### config.mk
export PLATFORM = sky130hd
export DESIGN_NAME = decimal_hex_text_converter
export DESIGN_NICKNAME = d
export VERILOG_FILES = /design/src/dhc_pkg.sv /design/src/decimal_hex_text_converter.sv /design/src/dhc_front.sv /design/src/dhc_queue.sv /design/src/dhc_back.sv
export SDC_FILE = /design/constraint.sdc
export NUM_CORES = 1
export LEC_CHECK = 0
export ABC_CLOCK_PERIOD_IN_PS = 12600
export BUFFER_PORTS_ARGS = -buffer_cell sky130_fd_sc_hd__buf_2
export CAP_MARGIN = 15
export CORE_ASPECT_RATIO = 0.9
export CORE_MARGIN = 5
export CORE_UTILIZATION = 35
export CTS_BUF_LIST = sky130_fd_sc_hd__clkbuf_16
export CTS_CLUSTER_SIZE = 8
export DETAILED_ROUTE_END_ITERATION = 8
export HOLD_SLACK_MARGIN = 0.15
export SLEW_MARGIN = 20
export SYNTH_ARGS = -nofsm -noshare
export SYNTH_HDL_FRONTEND = slang
export SYNTH_SLANG_ARGS = --single-unit
### constraint.sdc
create_clock -name clk -period 12.6 [get_ports clk]
set_input_delay 2.52 -clock clk [delete_from_list [all_inputs] [get_ports clk]]
set_output_delay 2.52 -clock clk [all_outputs]
set_load 0.02 [all_outputs]
### src/dhc_pkg.sv
package dhc_pkg;

  localparam int VALUE_BITS_DEFAULT = 32;
  localparam int QUEUE_DEPTH = 2;

  localparam logic [7:0] CHAR_ZERO  = 8'h30;
  localparam logic [7:0] CHAR_NINE  = 8'h39;
  localparam logic [7:0] CHAR_UPPER_A = 8'h41;
  localparam logic [7:0] CHAR_UPPER_F = 8'h46;
  localparam logic [7:0] CHAR_LOWER_X = 8'h78;
  localparam logic [7:0] CHAR_MINUS = 8'h2D;
  localparam logic [7:0] CHAR_NUL   = 8'h00;
  localparam logic [3:0] HEX_TEN    = 4'd10;

  // One finished line handed from the front part to the back part.
  typedef struct packed {
    logic hex_in;   // line was hexadecimal, answer in decimal
    logic wrapped;  // value wrapped while it was read
    logic term;     // negative decimal line: answer with terminate
  } job_ctl_t;

  typedef enum logic [2:0] {
    B_IDLE,
    B_CONV,
    B_PFX0,
    B_PFX1,
    B_DIGITS,
    B_TERM
  } back_state_t;

  function automatic logic [7:0] digit_char(input logic [3:0] d);
    logic [7:0] c;
    if (d > 4'd9) begin
      c = CHAR_UPPER_A + {4'b0000, d - HEX_TEN};
    end else begin
      c = CHAR_ZERO + {4'b0000, d};
    end
    return c;
  endfunction

endpackage

### src/decimal_hex_text_converter.sv
// Converts text lines between decimal and hexadecimal, one ASCII character per
// item in and one per item out. A line opening with "0x" (uppercase digits) is
// answered with its decimal text; any other line is read as decimal and answered
// with "0x" and uppercase hex without leading zeros. A decimal line opening with
// '-' gives one terminate item (char 0, terminated set) and all later input is
// taken and dropped until reset. Values wrap modulo 2^VALUE_BITS and set the
// overflow flag on every character of that line. Characters are taken one per
// cycle; the front part stalls (full) only when its two-line queue is full. Per
// line the back part first takes the line from the queue. For a decimal answer
// the double-dabble loop then shifts one bit per cycle; the digit scan visits
// one digit position per cycle while the output is not stalled, leading zeros
// included, over the decimal digit count of 2^VALUE_BITS - 1 (10 at 32 bits).
// A hex answer sends the "0x" prefix before its digit scan; a terminate line
// sends its one item. Output stalls (pop low) hold prefix, digits and terminate.
module decimal_hex_text_converter #(
  parameter int VALUE_BITS = dhc_pkg::VALUE_BITS_DEFAULT
) (
  input  logic       clk,
  input  logic       rst,
  input  logic       push,
  output logic       full,
  input  logic [7:0] ch,
  input  logic       line_end,
  output logic       empty,
  input  logic       pop,
  output logic [7:0] out_char,
  output logic       last_of_line,
  output logic       overflow,
  output logic       terminated
);

  logic                  q_full;
  logic                  q_push;
  logic [VALUE_BITS-1:0] q_wr_value;
  dhc_pkg::job_ctl_t     q_wr_ctl;
  logic                  q_empty;
  logic                  q_pop;
  logic [VALUE_BITS-1:0] q_rd_value;
  dhc_pkg::job_ctl_t     q_rd_ctl;

  dhc_front #(
    .VALUE_BITS(VALUE_BITS)
  ) u_front (
    .clk      (clk),
    .rst      (rst),
    .push     (push),
    .full     (full),
    .ch       (ch),
    .line_end (line_end),
    .q_full   (q_full),
    .q_push   (q_push),
    .q_value  (q_wr_value),
    .q_ctl    (q_wr_ctl)
  );

  dhc_queue #(
    .VALUE_BITS(VALUE_BITS)
  ) u_queue (
    .clk      (clk),
    .rst      (rst),
    .push     (q_push),
    .wr_value (q_wr_value),
    .wr_ctl   (q_wr_ctl),
    .full     (q_full),
    .pop      (q_pop),
    .empty    (q_empty),
    .rd_value (q_rd_value),
    .rd_ctl   (q_rd_ctl)
  );

  dhc_back #(
    .VALUE_BITS(VALUE_BITS)
  ) u_back (
    .clk          (clk),
    .rst          (rst),
    .q_empty      (q_empty),
    .q_value      (q_rd_value),
    .q_ctl        (q_rd_ctl),
    .q_pop        (q_pop),
    .empty        (empty),
    .pop          (pop),
    .out_char     (out_char),
    .last_of_line (last_of_line),
    .overflow     (overflow),
    .terminated   (terminated)
  );

endmodule

### src/dhc_front.sv
module dhc_front #(
  parameter int VALUE_BITS = dhc_pkg::VALUE_BITS_DEFAULT
) (
  input  logic                  clk,
  input  logic                  rst,
  input  logic                  push,
  output logic                  full,
  input  logic [7:0]            ch,
  input  logic                  line_end,
  input  logic                  q_full,
  output logic                  q_push,
  output logic [VALUE_BITS-1:0] q_value,
  output dhc_pkg::job_ctl_t     q_ctl
);

  logic [VALUE_BITS-1:0] accumulator;
  logic [VALUE_BITS-1:0] accumulator_next;
  logic [1:0]            chars_seen;
  logic [7:0]            first_char;
  logic                  hex_mode;
  logic                  hex_mode_next;
  logic                  wrapped;
  logic                  wrapped_next;
  logic                  stopped;

  logic                  take;
  logic [7:0]            first_eff;
  logic                  is_prefix;
  logic [7:0]            dec_off;
  logic [7:0]            hex_off;
  logic [3:0]            digit;
  logic [VALUE_BITS+3:0] prod;
  logic [VALUE_BITS+3:0] sum;
  logic                  term_line;

  assign full = q_full;
  assign take = push && !full && !stopped;

  assign first_eff = (chars_seen == 2'd0) ? ch : first_char;
  assign is_prefix = (chars_seen == 2'd1) && (first_char == dhc_pkg::CHAR_ZERO)
                     && (ch == dhc_pkg::CHAR_LOWER_X);

  assign dec_off = ch - dhc_pkg::CHAR_ZERO;
  assign hex_off = ch - dhc_pkg::CHAR_UPPER_A;

  always_comb begin
    digit = 4'd0;
    if (ch >= dhc_pkg::CHAR_ZERO && ch <= dhc_pkg::CHAR_NINE) begin
      digit = dec_off[3:0];
    end else if (hex_mode && ch >= dhc_pkg::CHAR_UPPER_A && ch <= dhc_pkg::CHAR_UPPER_F) begin
      digit = hex_off[3:0] + dhc_pkg::HEX_TEN;
    end
  end

  always_comb begin
    if (hex_mode) begin
      prod = {accumulator, 4'b0000};
    end else begin
      prod = {1'b0, accumulator, 3'b000} + {3'b000, accumulator, 1'b0};
    end
    sum = prod + (VALUE_BITS+4)'(digit);
  end

  always_comb begin
    if (is_prefix) begin
      accumulator_next = '0;
      wrapped_next     = 1'b0;
    end else begin
      accumulator_next = sum[VALUE_BITS-1:0];
      wrapped_next     = wrapped || (sum[VALUE_BITS+3:VALUE_BITS] != 4'd0);
    end
    hex_mode_next = hex_mode || is_prefix;
  end

  assign term_line = !hex_mode_next && (first_eff == dhc_pkg::CHAR_MINUS);

  assign q_push         = take && line_end;
  assign q_value        = accumulator_next;
  assign q_ctl.hex_in   = hex_mode_next;
  assign q_ctl.wrapped  = wrapped_next;
  assign q_ctl.term     = term_line;

  always_ff @(posedge clk) begin
    if (rst) begin
      accumulator <= '0;
      chars_seen  <= 2'd0;
      first_char  <= 8'd0;
      hex_mode    <= 1'b0;
      wrapped     <= 1'b0;
      stopped     <= 1'b0;
    end else if (take) begin
      if (line_end) begin
        // line done: clear for the next one
        accumulator <= '0;
        chars_seen  <= 2'd0;
        first_char  <= 8'd0;
        hex_mode    <= 1'b0;
        wrapped     <= 1'b0;
        if (term_line) begin
          stopped <= 1'b1;
        end
      end else begin
        accumulator <= accumulator_next;
        first_char  <= first_eff;
        hex_mode    <= hex_mode_next;
        wrapped     <= wrapped_next;
        if (chars_seen != 2'd3) begin
          chars_seen <= chars_seen + 2'd1;
        end
      end
    end
  end

endmodule

### src/dhc_queue.sv
module dhc_queue #(
  parameter int VALUE_BITS = dhc_pkg::VALUE_BITS_DEFAULT
) (
  input  logic                  clk,
  input  logic                  rst,
  input  logic                  push,
  input  logic [VALUE_BITS-1:0] wr_value,
  input  dhc_pkg::job_ctl_t     wr_ctl,
  output logic                  full,
  input  logic                  pop,
  output logic                  empty,
  output logic [VALUE_BITS-1:0] rd_value,
  output dhc_pkg::job_ctl_t     rd_ctl
);

  localparam int Depth = dhc_pkg::QUEUE_DEPTH;
  localparam int PtrW  = (Depth > 1) ? $clog2(Depth) : 1;
  localparam int CntW  = $clog2(Depth + 1);

  logic [VALUE_BITS-1:0] value_q [Depth];
  dhc_pkg::job_ctl_t     ctl_q   [Depth];
  logic [PtrW-1:0]       wptr;
  logic [PtrW-1:0]       rptr;
  logic [CntW-1:0]       count;
  logic                  do_push;
  logic                  do_pop;

  assign full     = (count == CntW'(Depth));
  assign empty    = (count == '0);
  assign do_push  = push && !full;
  assign do_pop   = pop && !empty;
  assign rd_value = value_q[rptr];
  assign rd_ctl   = ctl_q[rptr];

  always_ff @(posedge clk) begin
    if (do_push) begin
      value_q[wptr] <= wr_value;
      ctl_q[wptr]   <= wr_ctl;
    end
  end

  always_ff @(posedge clk) begin
    if (rst) begin
      wptr  <= '0;
      rptr  <= '0;
      count <= '0;
    end else begin
      if (do_push) begin
        wptr <= (wptr == PtrW'(Depth - 1)) ? '0 : wptr + 1'b1;
      end
      if (do_pop) begin
        rptr <= (rptr == PtrW'(Depth - 1)) ? '0 : rptr + 1'b1;
      end
      if (do_push && !do_pop) begin
        count <= count + 1'b1;
      end else if (do_pop && !do_push) begin
        count <= count - 1'b1;
      end
    end
  end

endmodule

### src/dhc_back.sv
module dhc_back #(
  parameter int VALUE_BITS = dhc_pkg::VALUE_BITS_DEFAULT
) (
  input  logic                  clk,
  input  logic                  rst,
  input  logic                  q_empty,
  input  logic [VALUE_BITS-1:0] q_value,
  input  dhc_pkg::job_ctl_t     q_ctl,
  output logic                  q_pop,
  output logic                  empty,
  input  logic                  pop,
  output logic [7:0]            out_char,
  output logic                  last_of_line,
  output logic                  overflow,
  output logic                  terminated
);

  // decimal digits of 2^VALUE_BITS - 1; log10(2) ~ 0.30103
  localparam int NumDigits = (VALUE_BITS * 30103) / 100000 + 1;
  localparam int DigW      = 4 * NumDigits;
  localparam int IdxW      = $clog2(NumDigits);
  localparam int CntW      = $clog2(VALUE_BITS);

  dhc_pkg::back_state_t state;
  dhc_pkg::back_state_t state_next;

  logic [DigW-1:0]       bcd_digits;
  logic [DigW-1:0]       bcd_adj;
  logic [VALUE_BITS-1:0] shift_val;
  logic [CntW-1:0]       cnt;
  logic [IdxW-1:0]       idx;
  logic                  started;
  logic                  line_wrapped;
  logic                  out_valid;

  logic                  can_put;
  logic [3:0]            cur_d;
  logic                  skip;
  logic                  put;
  logic [7:0]            put_char;
  logic                  put_last;
  logic                  put_term;

  assign can_put = !out_valid || pop;
  assign cur_d   = bcd_digits[4*idx +: 4];
  assign skip    = !started && (cur_d == 4'd0) && (idx != '0);
  assign empty   = !out_valid;

  // add 3 to every BCD digit of five or more before the shift
  always_comb begin
    for (int i = 0; i < NumDigits; i++) begin
      if (bcd_digits[4*i +: 4] >= 4'd5) begin
        bcd_adj[4*i +: 4] = bcd_digits[4*i +: 4] + 4'd3;
      end else begin
        bcd_adj[4*i +: 4] = bcd_digits[4*i +: 4];
      end
    end
  end

  always_comb begin
    state_next = state;
    unique case (state)
      dhc_pkg::B_IDLE: begin
        if (!q_empty) begin
          if (q_ctl.term) begin
            state_next = dhc_pkg::B_TERM;
          end else if (q_ctl.hex_in) begin
            state_next = dhc_pkg::B_CONV;
          end else begin
            state_next = dhc_pkg::B_PFX0;
          end
        end
      end
      dhc_pkg::B_CONV: begin
        if (cnt == CntW'(VALUE_BITS - 1)) begin
          state_next = dhc_pkg::B_DIGITS;
        end
      end
      dhc_pkg::B_PFX0: begin
        if (can_put) begin
          state_next = dhc_pkg::B_PFX1;
        end
      end
      dhc_pkg::B_PFX1: begin
        if (can_put) begin
          state_next = dhc_pkg::B_DIGITS;
        end
      end
      dhc_pkg::B_DIGITS: begin
        if (!skip && can_put && idx == '0) begin
          state_next = dhc_pkg::B_IDLE;
        end
      end
      dhc_pkg::B_TERM: begin
        if (can_put) begin
          state_next = dhc_pkg::B_IDLE;
        end
      end
      default: state_next = dhc_pkg::B_IDLE;
    endcase
  end

  always_comb begin
    q_pop    = 1'b0;
    put      = 1'b0;
    put_char = dhc_pkg::CHAR_NUL;
    put_last = 1'b0;
    put_term = 1'b0;
    unique case (state)
      dhc_pkg::B_IDLE: begin
        q_pop = !q_empty;
      end
      dhc_pkg::B_CONV: begin
        put = 1'b0;
      end
      dhc_pkg::B_PFX0: begin
        put      = can_put;
        put_char = dhc_pkg::CHAR_ZERO;
      end
      dhc_pkg::B_PFX1: begin
        put      = can_put;
        put_char = dhc_pkg::CHAR_LOWER_X;
      end
      dhc_pkg::B_DIGITS: begin
        put      = can_put && !skip;
        put_char = dhc_pkg::digit_char(cur_d);
        put_last = (idx == '0);
      end
      dhc_pkg::B_TERM: begin
        put      = can_put;
        put_last = 1'b1;
        put_term = 1'b1;
      end
      default: put = 1'b0;
    endcase
  end

  always_ff @(posedge clk) begin
    if (rst) begin
      state <= dhc_pkg::B_IDLE;
    end else begin
      state <= state_next;
    end
  end

  always_ff @(posedge clk) begin
    if (q_pop) begin
      line_wrapped <= q_ctl.wrapped;
      shift_val    <= q_value;
      cnt          <= '0;
      idx          <= IdxW'(NumDigits - 1);
      started      <= 1'b0;
      bcd_digits   <= q_ctl.hex_in ? '0 : DigW'(q_value);
    end else if (state == dhc_pkg::B_CONV) begin
      bcd_digits <= {bcd_adj[DigW-2:0], shift_val[VALUE_BITS-1]};
      shift_val  <= {shift_val[VALUE_BITS-2:0], 1'b0};
      cnt        <= cnt + 1'b1;
    end else if (state == dhc_pkg::B_DIGITS) begin
      // drop leading zeros without spending an output slot
      if (skip) begin
        idx <= idx - 1'b1;
      end else if (put) begin
        started <= 1'b1;
        idx     <= idx - 1'b1;
      end
    end
  end

  always_ff @(posedge clk) begin
    if (rst) begin
      out_valid <= 1'b0;
    end else if (put) begin
      out_valid <= 1'b1;
    end else if (pop) begin
      out_valid <= 1'b0;
    end
  end

  always_ff @(posedge clk) begin
    if (put) begin
      out_char     <= put_char;
      last_of_line <= put_last;
      overflow     <= line_wrapped && !put_term;
      terminated   <= put_term;
    end
  end

endmodule

==> metrics.cfg <==
[min_path]
hp-class = reg -> reg

[timing]
fin_tns_setup_ns = 0
worst_slew_pin_slew_ns = 1.01
slew_headroom_pct = 32.6
clock_skew_ns = 0.0253
fmax_ghz = 0.151
maxSlewViolCount = 0
period_share_pct = 52.6
finalSetupViolCount = 0
layout_min_cycle_time_ns = 6.63
rsz0062_at_grt = false
hold_violations = 0

[global_route]
antenna_found_initial = 0
grt_max_degree = 83
grt_pass1_vias = 9548
grt_pass1_wl_um = 51300
groute.usage.overall_pct = 14.6
gr-total-overflow = 0

[yosys]
synth_fp_nets = 1435
async_flop_share_pct = 0
syn_area_mm2 = 0.0132
syn_area_per_cell_um2 = 9.78
ys_seq_elements = 217
synthTopCellsByArea = edfxtp_1 (35%), dfxtp_1 (9.7%), ha_1 (6.4%)
synth_area_leader_cell = edfxtp_1
yosysUniqueCellTypes = 87
yosysWarnings = 0
yosysSeqAreaShare_pct = 44.4
synth_flop_cell = edfxtp_1
synth_top_area_share_pct = 34.8
synth-edff-count = 153
synth_cells = 1352

[power]
p_leak_nw = 5.47
power.density_mw_per_mm2 = 196
peakVddDrop_mv = 0.112

[clock_tree]
h-tree-depth = 1
clock-root-buffer = clkbuf_16
cts-resized-gates = 0
numCtsBuffers = 31
cts_tree = yes
cts.path.max_buffers = 3
clk_pin_slew_ns = 0.05
cts_hold_buf = 0
cts_setup_buffers = 0
cts.sinks = 217
clk_latency_ns = 0.55

[placed_design]
port_buffers = 24
hpwl_um = 22500
place_area_mm2 = 0.0138
globalplace.congestion = 0.859

[setup_path]
crit_path_end_kind = flop
arrival_ns = 6.89
crit_type = in -> reg
start_kind = primary input
crit_fanout = 8
worstPathRequired_ns = 12.86

[route]
finalWirelength_um = 31300
drt-initial-drc-count = 710
routedWlPerCell_um = 16.7
antenna_left = 0
num_vias = 10000
drt_first_pass_iters = 5
avgViaCountPerCell = 5.35
route.detailed.drc = 0

[floorplanning]
chipHeight_um = 194
ios = 26
start_util_pct = 35.4
coreArea_mm2 = 0.0373
dieArea_mm2 = 0.0418
die_w_um = 215
rows = 67

[finish]
nets = 1443
drive_above_1_share_pct = 9.68
diodes = 0
syn_to_final_growth_pct = 11.3
final_common_cell = nor2_1
fin_area_mm2 = 0.0147
mostFrequentLayoutCells = nor2_1 (166), edfxtp_1 (153), nand2_1 (107)

[outcome]
status = finished, final reports clean

[job]
max-cap-violations = 0

-- power by group --
part	internal, mW	switching, mW	leakage [nW]
clock network	0.437	0.294	0.520
logic	0.381	0.575	2.97
registers	1.07	0.132	1.98
-- worst paths after layout --
kind / start / endpoint / slack [ns] / cells after the start
worst min register to register: u_back.started / u_back.started / 0.49 / 2
worst max register to register: u_front.hex_mode / u_queue.ctl_q[0][1] / 8.10 / 13
worst min-delay path: u_back.started / u_back.started / 0.49 / 2
worst max-delay path: ch[1] / u_queue.ctl_q[0][1] / 5.97 / 18
-- area by class of cell --
class / count / area [µm²]
fillers: 3600 / 22600
well taps: 483 / 604
clock buffers: 31 / 776
repair buffers: 36 / 210
clock inverters: 27 / 108
multi-input cells: 1029 / 6960
flip-flops and latches: 217 / 5880
inverters: 45 / 169
-- Yosys cell counts, drive strengths merged, types with 22 or more instances --
master / n
a21oi: 88
nand3: 27
xnor2: 39
dfxtp: 64
inv: 44
mux2i: 40
ha: 68
a22oi: 32
edfxtp: 153
nor3: 23
o21ai: 99
mux2: 22
nand3b: 23
clkbuf: 53
xor2: 30
nor2: 166
nand2: 107
-- stage by stage --
step	util, %	hold slack (ns)	cells	worst slack [ns]	total power, mW
after floorplan	-	0.438	1352	5.98	1.93
after global placement	37.0	0.455	1810	5.52	2.15
after detailed placement	37.0	0.485	1810	5.43	2.18
after CTS	39.4	0.498	1868	6.00	2.93
after global routing	39.4	0.542	1868	5.60	3.10
final	39.4	0.495	1868	5.97	2.89
-- registers in the layout (all words and copies together), names as in the netlist, 2 cells and up, named ones only --
signal,flops
u_back.shift_val,32
u_queue.value_q,64
u_back.cnt,5
u_front.accumulator,32
u_front.chars_seen,2
u_back.out_char,7
u_back.bcd_digits,40
u_back.idx,4
u_queue.ctl_q,6
u_front.first_char,8
u_queue.count,2
u_back.state,3
-- critical path: stages --
cell and delay, ns:
buf_2 0.17, inv_1 0.08, ha_1 0.21, nor3b_1 0.15, nor3_1 0.38, nand2_1 0.09, o21ai_0 0.33, ha_1 0.20
a21o_1 0.11, a21oi_1 0.09, or3_1 0.44, or4_4 0.58, nand2b_1 0.19, or2_2 0.32, nand2b_2 0.22, or4_4 0.53
o32ai_2 0.15, a21oi_1 0.13
-- logic make-up after synthesis --
kind of cell / count (synthesis) / synth area share (%)
other: 1 / 0.0284
adder cells (fa/ha/maj): 70 / 6.74
XOR/XNOR: 69 / 4.57
AO/OA/AOI/OAI: 341 / 16.8
flip-flops: 217 / 44.4
buffers and inverters: 106 / 3.05
multiplexers: 70 / 6.27
AND/OR/NAND/NOR: 478 / 18.1
-- per-layer routing --
metal,vias to the layer above,global-route usage [%],wire length (µm)
met5,-,0,0
met2,202,22.8,13700
met4,0,3.63,663
li1,5044,-,-
met1,4711,21.8,15600
met3,43,1.51,1280
No activity file was read; power rests on OpenSTA's default activity.
